### config.mk
export PLATFORM = sky130hd
export DESIGN_NAME = swas_queue
export DESIGN_NICKNAME = d
export VERILOG_FILES = /design/src/rtl/sliding_window_anagram_search_assert.svh /design/src/rtl/swas_pkg.sv /design/src/rtl/swas_queue.sv
export SDC_FILE = /design/constraint.sdc
export NUM_CORES = 1
export LEC_CHECK = 0
export BUFFER_PORTS_ARGS = -buffer_cell sky130_fd_sc_hd__buf_2
export CAP_MARGIN = 20
export CORE_MARGIN = 2
export CORE_UTILIZATION = 35
export CTS_CLUSTER_DIAMETER = 30
export CTS_CLUSTER_SIZE = 20
export DETAILED_ROUTE_END_ITERATION = 8
export PLACE_DENSITY = 0.54
export SLEW_MARGIN = 20
export SYNTH_ARGS = -nofsm -noshare
export SYNTH_HDL_FRONTEND = slang
export SYNTH_SLANG_ARGS = --single-unit
### constraint.sdc
create_clock -name clk -period 1.9 [get_ports clk]
set_input_delay 0.095 -clock clk [delete_from_list [all_inputs] [get_ports clk]]
set_output_delay 0.095 -clock clk [all_outputs]
set_load 0.05 [all_outputs]
### src/rtl/sliding_window_anagram_search_assert.svh
// Assertion macros shared by the block. Each expects clk and rst_n in scope.
`ifndef SLIDING_WINDOW_ANAGRAM_SEARCH_ASSERT_SVH
`define SLIDING_WINDOW_ANAGRAM_SEARCH_ASSERT_SVH

// The consequent must hold in the same cycle as the antecedent.
`define SWAS_ASSERT_NOW(label, ante, cons, msg) \
  label: assert property (@(posedge clk) disable iff (!rst_n) (ante) |-> (cons)) \
    else $error(msg);

// The consequent must hold in the cycle after the antecedent.
`define SWAS_ASSERT_NEXT(label, ante, cons, msg) \
  label: assert property (@(posedge clk) disable iff (!rst_n) (ante) |=> (cons)) \
    else $error(msg);

`endif

### src/rtl/swas_pkg.sv
package swas_pkg;

  localparam int SYMBOL_W = 5;

  localparam logic REQ_PATTERN = 1'b0;
  localparam logic REQ_TEXT    = 1'b1;

  localparam int QUEUE_DEPTH = 4;

  typedef struct packed {
    logic is_text;
    logic upd;
    logic retire;
    logic full;
    logic ovf;
    logic last;
  } swas_ctl_t;

  localparam int CTL_W = $bits(swas_ctl_t);

endpackage

### src/rtl/swas_queue.sv
module swas_queue #(
  parameter int DATA_W = 8
) (
  input  logic              clk,
  input  logic              rst_n,
  input  logic              push,
  input  logic [DATA_W-1:0] push_data,
  output logic              not_full,
  input  logic              pop,
  output logic              head_valid,
  output logic [DATA_W-1:0] head_data
);
  import swas_pkg::*;

  localparam int IDX_W = (QUEUE_DEPTH > 1) ? $clog2(QUEUE_DEPTH) : 1;
  localparam int CNT_W = $clog2(QUEUE_DEPTH + 1);

  logic [DATA_W-1:0] slot_r [QUEUE_DEPTH];
  logic [IDX_W-1:0]  wr_ptr_r, wr_ptr_nxt;
  logic [IDX_W-1:0]  rd_ptr_r, rd_ptr_nxt;
  logic [CNT_W-1:0]  count_r, count_nxt;

  assign not_full   = (count_r != CNT_W'(QUEUE_DEPTH));
  assign head_valid = (count_r != '0);
  assign head_data  = slot_r[rd_ptr_r];

  always_comb begin
    wr_ptr_nxt = wr_ptr_r;
    rd_ptr_nxt = rd_ptr_r;
    count_nxt  = count_r;
    if (push) begin
      wr_ptr_nxt = (wr_ptr_r == IDX_W'(QUEUE_DEPTH - 1)) ? '0 : wr_ptr_r + 1'b1;
    end
    if (pop) begin
      rd_ptr_nxt = (rd_ptr_r == IDX_W'(QUEUE_DEPTH - 1)) ? '0 : rd_ptr_r + 1'b1;
    end
    if (push && !pop) begin
      count_nxt = count_r + 1'b1;
    end else if (pop && !push) begin
      count_nxt = count_r - 1'b1;
    end
  end

  always_ff @(posedge clk) begin
    if (push) begin
      slot_r[wr_ptr_r] <= push_data;
    end
  end

  always_ff @(posedge clk) begin
    if (!rst_n) begin
      wr_ptr_r <= '0;
      rd_ptr_r <= '0;
      count_r  <= '0;
    end else begin
      wr_ptr_r <= wr_ptr_nxt;
      rd_ptr_r <= rd_ptr_nxt;
      count_r  <= count_nxt;
    end
  end

endmodule

==> reports/results.ini <==
[run_status]
status=finished clean

[timing]
hold_viol=0
tns_ns=0
rsz0062_at_grt=false
fmax_ghz=0.605
timing.hold.ws_ns=0.0170
fin_skew_ns=0.00909
final_max_slew_viol_count=0
fin_crit_sh=0.870
fin_ws_ns=0.248
tightest_slew_ns=0.460
min_period_ns=1.65
max_slew_margin=0.693
finalSetupViolCount=0

[cts]
cts_tree=done
cts_buffer_depth=2
path_clk_slew_ns=0.08
htree_levels=2
cts_hold_buf=0
cts-root-buf=clkbuf_8
clock-sinks=41
cts-resized-gates=0
cts_inserted_buffers=5
cts_setup_buffers=0
clk_latency_ns=0.29

[worst_setup_path]
worst-path-max-fanout=8
crit_arrival_ns=1.56
critPathCaptureType=output port
cp-start-kind=flip-flop
critPathRequiredTime_ns=1.80
critical_path_class=flip-flop to output port

[logic_synthesis]
syn_avg_cell_area_um2=18.6
ys_seq_elements=41
synth_warnings=0
synth_top_family_by_area=multiplexers
synth_nets=106
synth.distinct_cells=20
synthAdderAreaFrac=0.0588
synth_xor_area_frac=0.0108
ys_seq_area_frac=0.706
synth-edff-count=32
yosys_most_used_dff=edfxtp_1
async_reset_ff_frac=0
synthCells=87
yosysMostFrequentCell=edfxtp_1
synth_area_mm2=0.00162
synthTopCellsByArea=edfxtp_1, dfxtp_1, mux4_2
synth_compound_area_frac=0.0124
synth_top_area_cell=edfxtp_1
synthMuxAreaShare=0.136
yosys.area_share.simple=0.0565
synth_common_cells=edfxtp_1, dfxtp_1, mux4_2
synth_top_area_share=0.594

[routing]
drtIter0Drc=44
drt-total-wl_um=2460
wl_per_cell_um=14.7
wl_met2_um=1280
drtAntennaViolNets=0
drt-vias-per-instance=4.74
wl_met1_um=1010
firstDrtPassIters=4
drc=0
num_vias=792
wl_met3_um=115
top_layer=met4

[placed_design]
io_buffers=21
place_ws_ns=0.292
place_area_mm2=0.00178
place_inst=159
place_congestion=0.745
dp_hpwl_um=1720

[power]
power.density_mw_per_mm2=1120
p_leak_nw=0.705
peakVddDrop_uv=443
finalPower_mw=2.14

[die]
io_pins=22
coreArea_mm2=0.00441
num_rows=24
initial_core_util=0.366
die_x_um=72.0
die_h_um=72.0
dieArea_mm2=0.00518

[global_route]
grt_max_degree=15
grt_pass1_wl_um=4110
grt_pass1_vias=864
antenna_found_initial=0
gr-total-overflow=0
grt_use_total=0.111

[final_layout]
insertedDiodeCount=0
multiInputGateArea_um2=444
final_cells=167
final_area_mm2=0.00191
utilization=0.433
n_fill_cell=409
area_delta_synth_final_pct=18.2
drive_gt1_frac=0.330
regArea_mm2=0.00114
fin_nets=133

[worst_hold_path]
hp-class=input pin to flip-flop

[run]
maxCapViolations=0

## placed cells by master, fill, tap and decap left out, drive strengths merged, types with 4 or more instances in the layout
cell type,Yosys,layout
and2,5,5
ha,6,6
mux2i,4,4
nor2b,5,5
edfxtp,32,32
mux4,8,8
clkbuf,1,6
dfxtp,9,9
inv,4,5
buf,1,22
## report_power, final
part | switching, mW | internal [mW]
clock | 0.299 | 0.476
sequential | 0.0303 | 1.02
combinational | 0.206 | 0.107
## critical path, cell delays in order (launching register included)
cell and delay [ns]:
dfxtp_1 0.31, buf_4 0.20, mux4_2 0.52, buf_2 0.22
## per-layer routing
layer	vias up	global-route usage
met2	15	0.182
met4	0	0.0503
met3	6	0.0431
met5	-	0
li1	380	-
met1	391	0.130
## sequential cells by signal, summed over array words and instances (netlist names), named ones only
register,cells
slot_r,32
count_r,3
rd_ptr_r,2
wr_ptr_r,2
## cell families after synthesis
kind of cell	count (synthesis)
fa+ha+maj	7
xor+xnor	2
simple gates	16
mux	12
buf+inv	6
flops	41
compound gates	3
## area by class of cell
class / instances / share of cell area
flip-flops and latches: 41 / 0.597
multi-input cells: 40 / 0.232
repair buffers: 22 / 0.0589
clock buffers: 6 / 0.0491
well taps: 52 / 0.0341
clock inverters: 2 / 0.0203
inverters: 4 / 0.00786
## final timing paths
path | startpoint | end | slack (ns) | cells after the start
worst min-delay path | push_data[0] | slot_r[0][0] | 0.02 | 1
worst min register to register | count_r[2] | count_r[2] | 0.52 | 2
worst max register to register | count_r[0] | count_r[2] | 0.44 | 4
worst max-delay path | flip-flop | head_data[2] | 0.25 | 3
Note: power is estimated with default switching activity, not from simulation.
