File: config.mk
export PLATFORM = sky130hd
export DESIGN_NAME = swas_front_flat
export DESIGN_NICKNAME = d
export VERILOG_FILES = /design/src/rtl/sliding_window_anagram_search_assert.svh /design/src/rtl/swas_pkg.sv /design/src/rtl/swas_if.sv /design/src/rtl/swas_front.sv /design/src/flat_wrapper.sv
export SDC_FILE = /design/constraint.sdc
export NUM_CORES = 1
export LEC_CHECK = 0
export BUFFER_PORTS_ARGS = -buffer_cell sky130_fd_sc_hd__buf_2
export CAP_MARGIN = 10
export CORE_UTILIZATION = 45
export DETAILED_ROUTE_END_ITERATION = 12
export HOLD_SLACK_MARGIN = 0.12
export PLACE_DENSITY_LB_ADDON = 0.3
export SLEW_MARGIN = 10
export SYNTH_ARGS = -nofsm -noshare
export SYNTH_HDL_FRONTEND = slang
export SYNTH_SLANG_ARGS = --single-unit
export TNS_END_PERCENT = 50
File: constraint.sdc
create_clock -name clk -period 2.8 [get_ports clk]
set_input_delay 0.56 -clock clk [delete_from_list [all_inputs] [get_ports clk]]
set_output_delay 0.56 -clock clk [all_outputs]
set_load 0.005 [all_outputs]
File: src/rtl/sliding_window_anagram_search_assert.svh
// Assertion macros shared by the block. Each expects clk and rst_n in scope.
`ifndef SLIDING_WINDOW_ANAGRAM_SEARCH_ASSERT_SVH
`define SLIDING_WINDOW_ANAGRAM_SEARCH_ASSERT_SVH

// The consequent must hold in the same cycle as the antecedent.
`define SWAS_ASSERT_NOW(label, ante, cons, msg) \
  label: assert property (@(posedge clk) disable iff (!rst_n) (ante) |-> (cons)) \
    else $error(msg);

// The consequent must hold in the cycle after the antecedent.
`define SWAS_ASSERT_NEXT(label, ante, cons, msg) \
  label: assert property (@(posedge clk) disable iff (!rst_n) (ante) |=> (cons)) \
    else $error(msg);

`endif

File: src/rtl/swas_pkg.sv
package swas_pkg;

  localparam int SYMBOL_W = 5;

  localparam logic REQ_PATTERN = 1'b0;
  localparam logic REQ_TEXT    = 1'b1;

  localparam int QUEUE_DEPTH = 4;

  typedef struct packed {
    logic is_text;
    logic upd;
    logic retire;
    logic full;
    logic ovf;
    logic last;
  } swas_ctl_t;

  localparam int CTL_W = $bits(swas_ctl_t);

endpackage

File: src/rtl/swas_if.sv
interface swas_in_if;
  import swas_pkg::*;

  logic                valid;
  logic                ready;
  logic                req_type;
  logic [SYMBOL_W-1:0] symbol;
  logic                last;

  modport source(output valid, output req_type, output symbol, output last, input ready);
  modport sink(input valid, input req_type, input symbol, input last, output ready);
endinterface


File: src/rtl/swas_front.sv
module swas_front #(
  parameter int MAX_PATTERN = 1024,
  parameter int ALPHABET_SIZE = 26,
  localparam int LEN_W = $clog2(MAX_PATTERN + 1),
  localparam int PTR_W = (MAX_PATTERN > 1) ? $clog2(MAX_PATTERN) : 1,
  localparam int BIN_W = $clog2(ALPHABET_SIZE + 1)
) (
  input  logic                clk,
  input  logic                rst_n,
  swas_in_if.sink             in_chan,
  input  logic                q_ready,
  output logic                push,
  output swas_pkg::swas_ctl_t push_ctl,
  output logic [BIN_W-1:0]    push_bin,
  output logic [PTR_W-1:0]    push_ptr
);
  import swas_pkg::*;

  logic [LEN_W-1:0] plen_r, plen_nxt;
  logic [LEN_W-1:0] seen_r, seen_nxt;
  logic [PTR_W-1:0] ptr_r, ptr_nxt;
  logic             text_active_r, text_active_nxt;
  logic             ovf_r, ovf_nxt;

  logic             accept;
  logic             is_text;
  logic             sym_in_range;
  logic [BIN_W-1:0] bin;
  logic             plen_zero;
  logic             plen_full;
  logic             retire;
  logic [LEN_W-1:0] seen_step;
  logic [LEN_W-1:0] ptr_inc;
  logic [PTR_W-1:0] ptr_step;

  assign in_chan.ready = q_ready;
  assign accept        = in_chan.valid && in_chan.ready;
  assign is_text       = (in_chan.req_type == REQ_TEXT);
  assign sym_in_range  = (int'(in_chan.symbol) < ALPHABET_SIZE);
  assign bin           = sym_in_range ? BIN_W'(in_chan.symbol) : BIN_W'(ALPHABET_SIZE);
  assign plen_zero     = (plen_r == '0);
  assign plen_full     = (plen_r == LEN_W'(MAX_PATTERN));
  assign retire        = !plen_zero && (seen_r == plen_r);
  assign seen_step     = (plen_zero || retire) ? seen_r : seen_r + 1'b1;
  assign ptr_inc       = LEN_W'(ptr_r) + 1'b1;
  assign ptr_step      = (ptr_inc >= plen_r) ? '0 : PTR_W'(ptr_inc);

  assign push_bin         = bin;
  assign push_ptr         = ptr_r;
  assign push_ctl.is_text = is_text;
  assign push_ctl.upd     = !plen_zero;
  assign push_ctl.retire  = retire;
  assign push_ctl.full    = (seen_step == plen_r);
  assign push_ctl.ovf     = ovf_r;
  assign push_ctl.last    = is_text && in_chan.last;

  always_comb begin
    plen_nxt        = plen_r;
    seen_nxt        = seen_r;
    ptr_nxt         = ptr_r;
    text_active_nxt = text_active_r;
    ovf_nxt         = ovf_r;
    push            = 1'b0;
    if (accept) begin
      if (is_text) begin
        push            = 1'b1;
        text_active_nxt = 1'b1;
        if (!plen_zero) begin
          seen_nxt = seen_step;
          ptr_nxt  = ptr_step;
        end
        if (in_chan.last) begin
          plen_nxt        = '0;
          seen_nxt        = '0;
          ptr_nxt         = '0;
          text_active_nxt = 1'b0;
          ovf_nxt         = 1'b0;
        end
      end else if (!text_active_r && sym_in_range) begin
        if (plen_full) begin
          ovf_nxt = 1'b1;
        end else begin
          plen_nxt = plen_r + 1'b1;
          push     = 1'b1;
        end
      end
    end
  end

  always_ff @(posedge clk) begin
    if (!rst_n) begin
      plen_r        <= '0;
      seen_r        <= '0;
      ptr_r         <= '0;
      text_active_r <= 1'b0;
      ovf_r         <= 1'b0;
    end else begin
      plen_r        <= plen_nxt;
      seen_r        <= seen_nxt;
      ptr_r         <= ptr_nxt;
      text_active_r <= text_active_nxt;
      ovf_r         <= ovf_nxt;
    end
  end

endmodule

File: src/flat_wrapper.sv
// flat-port wrapper written by rule: the top's interface ports become plain ports
module swas_front_flat import swas_pkg::*;
#(
  parameter int MAX_PATTERN = 1024,
  parameter int ALPHABET_SIZE = 26,
  localparam int LEN_W = $clog2(MAX_PATTERN + 1),
  localparam int PTR_W = (MAX_PATTERN > 1) ? $clog2(MAX_PATTERN) : 1,
  localparam int BIN_W = $clog2(ALPHABET_SIZE + 1)
)
  (clk, rst_n, q_ready, push, push_ctl, push_bin, push_ptr, in_chan_valid, in_chan_req_type, in_chan_symbol, in_chan_last, in_chan_ready);
  swas_in_if in_chan_i ();
  input  logic clk;
  input  logic rst_n;
  input  logic q_ready;
  output logic push;
  output swas_pkg::swas_ctl_t push_ctl;
  output logic [BIN_W-1:0] push_bin;
  output logic [PTR_W-1:0] push_ptr;
  input wire logic [$bits(in_chan_i.valid)-1:0] in_chan_valid;
  input wire logic [$bits(in_chan_i.req_type)-1:0] in_chan_req_type;
  input wire logic [$bits(in_chan_i.symbol)-1:0] in_chan_symbol;
  input wire logic [$bits(in_chan_i.last)-1:0] in_chan_last;
  output wire logic [$bits(in_chan_i.ready)-1:0] in_chan_ready;
  assign in_chan_i.valid = in_chan_valid;
  assign in_chan_i.req_type = in_chan_req_type;
  assign in_chan_i.symbol = in_chan_symbol;
  assign in_chan_i.last = in_chan_last;
  assign in_chan_ready = in_chan_i.ready;
  swas_front #(.MAX_PATTERN(MAX_PATTERN), .ALPHABET_SIZE(ALPHABET_SIZE)) u_core (.clk(clk), .rst_n(rst_n), .in_chan(in_chan_i), .q_ready(q_ready), .push(push), .push_ctl(push_ctl), .push_bin(push_bin), .push_ptr(push_ptr));
endmodule
==> results of run 1 <==
-- registers in the layout, indices dropped and copies added (netlist names) --
name and flops:
u_core.plen_r 11, u_core.seen_r 11, u_core.push_ptr 10, u_core.ovf_r 1, u_core.text_active_r 1
-- final cells by class --
type / instances / area [µm²] / share of cell area (%)
Clock buffer: 7 / 86.3 / 2.43
Clock inverter: 1 / 5.00 / 0.141
Inverter: 14 / 55.1 / 1.55
Multi-Input combinational cell: 258 / 2030 / 57.1
Sequential cell: 34 / 716 / 20.1
Tap cell: 72 / 90.1 / 2.53
Timing Repair Buffer: 85 / 574 / 16.2
-- through the flow --
step                      total power [mW]  worst slack [ns]
after floorplan                      0.547           0.00608
after global placement               0.577           -0.0536
after detailed placement             0.578            -0.152
after CTS                            0.972           -0.0925
after global routing                  1.01            -0.219
final                                0.974            -0.141
-- report_power, final --
part	total (mW)	internal (mW)	switching, mW
Combinational	0.101	0.0473	0.0540
Sequential	0.482	0.479	0.00265
Clock	0.391	0.199	0.192
-- cells in the final DEF, fill, tap and decap left out, types with 5 or more instances in the layout --
cell / instances
nand3_2: 5
xor2_1: 6
a21oi_1: 18
clkbuf_8: 6
dfxtp_4: 6
nand2_1: 27
o21ai_0: 13
ha_1: 10
buf_6: 5
ha_4: 5
inv_1: 10
and3_1: 7
xnor2_2: 7
buf_4: 47
buf_2: 33
dfxtp_1: 18
dfxtp_2: 10
xnor2_4: 5
a21o_1: 6
nand3_1: 14
xnor2_1: 14
nor2_1: 38
nor3_1: 6
-- cell families (layout without fill, tap and decap cells) --
| kind of cell | count (synthesis) | count (layout) |
|---|---|---|
| AND/OR/NAND/NOR | 143 | 143 |
| AO/OA/AOI/OAI | 65 | 65 |
| flip-flops | 34 | 34 |
| buffers and inverters | 33 | 107 |
| XOR/XNOR | 32 | 32 |
| adder cells (fa/ha/maj) | 15 | 15 |
| multiplexers | 3 | 3 |
-- path summary, 6_finish.rpt --
check,depth (start not counted),slack [ns],to
worst min-delay path,2,0.47,u_core.ovf_r
worst min register to register,2,0.47,u_core.ovf_r
worst max register to register,13,0.04,u_core.push_ptr[5]
worst max-delay path,9,-0.14,push_ctl[2]
-- per-layer routing --
metal  global-route usage (%)  wire (µm)  vias up
li1                         -          -     1275
met5                        0          0        -
met1                     30.8       3090     1247
met3                     5.53        425       26
met2                     46.0       3750       94
met4                     9.07        197        0
-- repair_timing --
item | 4_1_cts | 5_1_grt
buffers inserted | 21 | 1
hold buffers | 0 | 0
resized for setup | 48 | 28
hold endpoints to repair | 0 | 0
endpoints found under the setup margin | 11 | 11
pin swaps | 19 | 12
-- worst max-delay path, stage by stage, from the launching register on --
cell and delay [ns]:
dfxtp_4 0.36, buf_6 0.13, xnor2_4 0.19, nand4_1 0.17
nor3_4 0.27, nor2b_4 0.08, or3_4 0.35, a211oi_4 0.27
o211a_1 0.18, buf_2 0.10
==> results.yml, run 1 <==
drt:
  drtPass1Iterations: 6
  via_per_inst: 5.61
  wl_per_cell_um: 15.8
  drc: 0
  wl_um: 7460
  vias: 2642
  ant_nets: 0
  drtIter0Drc: 165
clock_network:
  htreeDepth: 2
  cts_sinks: 34
  clk_pin_slew_ns: 0.07
  clock_latency_ns: 0.29
  tritoncts.num_buffers: 5
  clock_path_buffers: 2
  cts.root.buffer_cell: "clkbuf_8"
  cts_tree: "done"
cells_and_area:
  diodes: 0
  final_area_um2: 3550
  final_cell_count_no_fill: 471
  fin_util_pct: 64.2
  nets: 424
  fill_cells: 485
  drive_above_1_share_pct: 41.6
  syn2layout_area_growth_pct: 36.9
floorplan:
  design.die.area_um2: 6080
  core_area_um2: 5540
  io_pins: 34
  start_util_pct: 46.9
  row_count: 27
  die_x_um: 78.0
  die_h_um: 78.0
synthesis:
  synth_top_family_by_area: "simple AND/OR/NAND/NOR gates"
  synth_mux_area_share_pct: 1.20
  syn_nets: 351
  synthAdderAreaFrac_pct: 7.23
  syn_inst: 325
  synth_area_um2: 2600
  synth_most_common_cell: "nor2_1"
  synth_area_leader_cell: "dfxtp_1"
  synth_edf_count: 0
  synth_cell_types: 55
  synth-seq-area-share_pct: 26.2
  synth_common_cells: "nor2_1 (39), dfxtp_1 (34), nand2_1 (27)"
  ys_seq_elements: 34
  async_flop_share_pct: 0
  yosys-top-cells-area: "dfxtp_1 (26%), xnor2_1 (7.8%), ha_1 (7.2%)"
  synth_top_area_share_pct: 26.2
  synth-xor-area-share_pct: 11.7
  synth_top_flop_cell: "dfxtp_1"
  syn_avg_cell_area_um2: 7.99
  synth_compound_area_share_pct: 16.9
  yosysWarningCount: 0
  synthSimpleGateAreaFrac_pct: 30.3
timing:
  fin_tns_setup_ns: -0.141
  rsz0062_at_grt: "true"
  post-route-period-util_pct: 105
  finalMaxSlewViolations: 0
  setup_ws_ns: -0.141
  relSlewSlack_pct: 61.0
  finalSetupViolations: 1
  max_freq_mhz: 340
  min_period_ns: 2.94
  tightest_slew_ns: 0.580
  holdWs_ns: 0.474
  clock_skew_ns: 0.00687
  final_hold_viol_count: 0
placement:
  port_buffers: 33
  dpl_cell_area_um2: 2970
  dp_cells: 442
  hpwl_um: 4900
  place_congestion: 0.830
setup_path:
  critPathLaunchType: "flop"
  r2r-start: "u_core.push_ptr[1]"
  worstPathArrival_ns: 2.38
  critPathKind: "flop to primary output"
  startpoint: "u_core.seen_r[0]"
  crit_path_max_fanout: 3
  cp-end-kind: "primary output"
  crit_required_ns: 2.24
power_and_ir_drop:
  leakagePower_nw: 1.55
  worst_ir_drop_vdd_mv: 0.205
  p_per_area_nw_per_um2: 274
grt:
  antenna_found_initial: 0
  grt-ovfl-total: 0
  grt_first_pass_wirelength_um: 12400
  grt_pass1_vias: 2592
  grt_usage_pct: 26.0
  grt_max_degree: 16
worst_hold_path:
  hp-start: "u_core.ovf_r"
  hold_path_class: "flop to flop"
flow_run:
  drv_cap: 0
run_status:
  outcome: "complete, but fails checks"
  failed_checks: "negative setup slack"
Note: power is estimated with default switching activity, not from simulation.
==> run 2: changes to the inputs <==
--- a/config.mk
+++ b/config.mk
@@ -5,12 +5,14 @@
 export SDC_FILE = /design/constraint.sdc
 export NUM_CORES = 1
 export LEC_CHECK = 0
+export ABC_AREA = 1
 export BUFFER_PORTS_ARGS = -buffer_cell sky130_fd_sc_hd__buf_2
 export CAP_MARGIN = 10
 export CORE_UTILIZATION = 45
 export DETAILED_ROUTE_END_ITERATION = 12
 export HOLD_SLACK_MARGIN = 0.12
 export PLACE_DENSITY_LB_ADDON = 0.3
+export SKIP_CTS_REPAIR_TIMING = 1
 export SLEW_MARGIN = 10
 export SYNTH_ARGS = -nofsm -noshare
 export SYNTH_HDL_FRONTEND = slang
==> run 2 against run 1 <==
Net effect: the flow now finishes without violations; via count up 14%; non-clock buffer count down 32; utilization down 9.5 points; critical endpoint unchanged; largest cell class unchanged.
==> results.yml, run 2 <==
drt:
  vias: 3025
  drtPass1Iterations: 5
  drc: 0
  drtIter0Drc: 208
  wl_um: 7850
  via_per_inst: 5.35
  wl_per_cell_um: 13.9
  ant_nets: 0
clock_network:
  clk_pin_slew_ns: 0.08
  clock_path_buffers: 2
  cts_tree: "done"
  cts_sinks: 34
  htreeDepth: 2
  tritoncts.num_buffers: 5
  clock_latency_ns: 0.29
  cts.root.buffer_cell: "clkbuf_8"
synthesis:
  synth_most_common_cell: "nand2_1"
  synth_edf_count: 0
  synth-seq-area-share_pct: 24.9
  synth_area_leader_cell: "dfxtp_1"
  ys_seq_elements: 34
  syn_avg_cell_area_um2: 6.17
  synth_cell_types: 37
  synth_top_flop_cell: "dfxtp_1"
  yosysWarningCount: 0
  synth_common_cells: "nand2_1 (132), inv_1 (49), a21oi_1 (35)"
  yosys-top-cells-area: "dfxtp_1 (25%), nand2_1 (18%), ha_1 (6.9%)"
  synth_area_um2: 2730
  syn_inst: 443
  async_flop_share_pct: 0
  syn_nets: 469
  synth_top_area_share_pct: 24.9
power_and_ir_drop:
  leakagePower_nw: 1.62
  pwr-share-clk_pct: 40.1
  p_seq_share_pct: 49.7
  p_per_area_nw_per_um2: 304
  pwr-share-comb_pct: 10.3
  internal_power_mw: 0.721
  worst_ir_drop_vdd_mv: 0.268
  switching_share_pct: 26.4
  p_switching_mw: 0.258
placement:
  port_buffers: 33
  post-place-ws_ns: 0.127
  place_congestion: 0.933
  hpwl_um: 5750
setup_path:
  crit_path_max_fanout: 6
  cp_slowest_cell: "dfxtp_2"
  cpMostUsedCell: "nand2_1"
  crit_path_max_incr_delay_ns: 0.36
  r2r_setup_slack_ns: 0.31
  worstPathArrival_ns: 2.20
  rr_worst_depth: 12
  rr_endpoint: "u_core.push_ptr[5]"
  path_cells: "inv_2, ha_1, nor3b_4, buf_4, nand3_2, nand3_2, nand2_1, nand2_1, nand2_1, nor2_2, nand2_1, nor2_1, buf_2"
  crit_required_ns: 2.24
  startpoint: "u_core.plen_r[1]"
  critPathKind: "flop to primary output"
  cp-end-kind: "primary output"
  worstSetupEndpoint: "push_ctl[2]"
  critPathLaunchType: "flop"
  r2r-start: "u_core.push_ptr[0]"
floorplan:
  core_area_um2: 5890
  design.die.area_um2: 6390
  die_h_um: 79.9
  start_util_pct: 46.4
  row_count: 28
  io_pins: 34
  die_x_um: 79.9
timing:
  final_hold_viol_count: 0
  finalSetupViolations: 0
  relSlewSlack_pct: 66.8
  max_freq_mhz: 362
  clock_skew_ns: 0.00532
  min_period_ns: 2.76
  finalMaxSlewViolations: 0
  post-route-period-util_pct: 98.7
  tightest_slew_ns: 0.494
  rsz0062_at_grt: "true"
  setup_ws_ns: 0.0374
  fin_tns_setup_ns: 0
grt:
  met3_usage_pct: 5.26
  grt_usage_pct: 25.2
  grtUsageMet1_pct: 31.8
  grt_use_met2_pct: 42.6
  grt_first_pass_wirelength_um: 12600
  grt_pass1_vias: 2659
  grt-ovfl-total: 0
  antenna_found_initial: 0
  grt_max_degree: 25
  top_usage_layer: "met2"
cells_and_area:
  fin_util_pct: 54.6
  layout_commonest_cell: "nand2_1"
  final_cell_mix: "nand2_1 (132), inv_1 (48), a21oi_1 (35)"
  diodes: 0
  syn2layout_area_growth_pct: 17.7
  drive_above_1_share_pct: 21.4
  nets: 515
worst_hold_path:
  hold_path_class: "flop to flop"
run_status:
  outcome: "completed"
flow_run:
  drv_cap: 0
run 2: cell count changes after synthesis, sizes merged, moves of 6 or more:
| cell | previous run | this run |
|---|---|---|
| nor2 | 39 | 27 |
| nor3 | 7 | 15 |
| nand2 | 28 | 136 |
| nand3 | 20 | 31 |
| nand4 | 4 | 21 |
| inv | 13 | 67 |
| and3 | 12 | 0 |
| a21oi | 19 | 35 |
| or2 | 7 | 1 |
| xnor2 | 26 | 4 |
run 2: kinds of logic (layout without fill, tap and decap cells):
family	after synthesis	count (layout)	synth area share [%]
and+or+nand+nor	238	240	38.8
buffers and inverters	84	129	12.9
AOI/OAI and AO/OA	57	57	11.7
DFF	34	34	24.9
adders and majority gates	15	15	6.87
xor gates and xnor gates	15	15	4.81
run 2: worst min path at each step:
stage	end	start	slack (ns)	cells after the start
5_1_grt	u_core.push_ptr[9]	u_core.push_ptr[9]	0.51	2
6_report	u_core.ovf_r	u_core.ovf_r	0.46	2
3_3_place_gp	u_core.ovf_r	u_core.ovf_r	0.45	2
3_5_place_dp	u_core.ovf_r	u_core.ovf_r	0.45	2
4_1_cts	u_core.ovf_r	u_core.ovf_r	0.47	2
2_1_floorplan	u_core.ovf_r	u_core.ovf_r	0.44	2
run 2: layout make-up:
| class | instances | area, µm² |
|---|---|---|
| flip-flops and latches | 34 | 688 |
| multi-input cells | 327 | 1770 |
| repair buffers | 53 | 315 |
| clock inverters | 2 | 12.5 |
| fillers | 598 | 2670 |
| inverters | 68 | 258 |
| clock buffers | 6 | 82.6 |
| well taps | 75 | 93.8 |
run 2: worst max-delay path, delay by kind of cell, from the launching register on:
kind,cells,cell delay [ns]
adder cells (fa/ha/maj),1,0.16
buffers and inverters,3,0.39
flip-flops,1,0.36
AND/OR/NAND/NOR,9,1.01
run 2: routing by layer:
metal,share of wire (%),up-vias
li1,-,1530
met1,44,1391
met2,48,90
met3,5.8,14
met4,2.1,0
met5,0,-
run 2: power groups by stage:
stage                     clock network (mW)  registers (mW)  logic [mW]
after CTS                              0.397           0.486      0.0868
after global placement                     0           0.497      0.0852
final                                  0.392           0.486       0.100
after detailed placement                   0           0.497      0.0862
after global routing                   0.422           0.486       0.110
after floorplan                            0           0.498      0.0558
run 2: metrics by stage:
step | power (mW) | instance area (µm²) | hold slack (ns) | instances
after global routing | 1.02 | 3220 | 0.509 | 565
after CTS | 0.970 | 3060 | 0.471 | 553
final | 0.979 | 3220 | 0.464 | 565
after detailed placement | 0.584 | 2970 | 0.453 | 545
after global placement | 0.583 | 2970 | 0.446 | 545
after floorplan | 0.554 | 2730 | 0.438 | 443
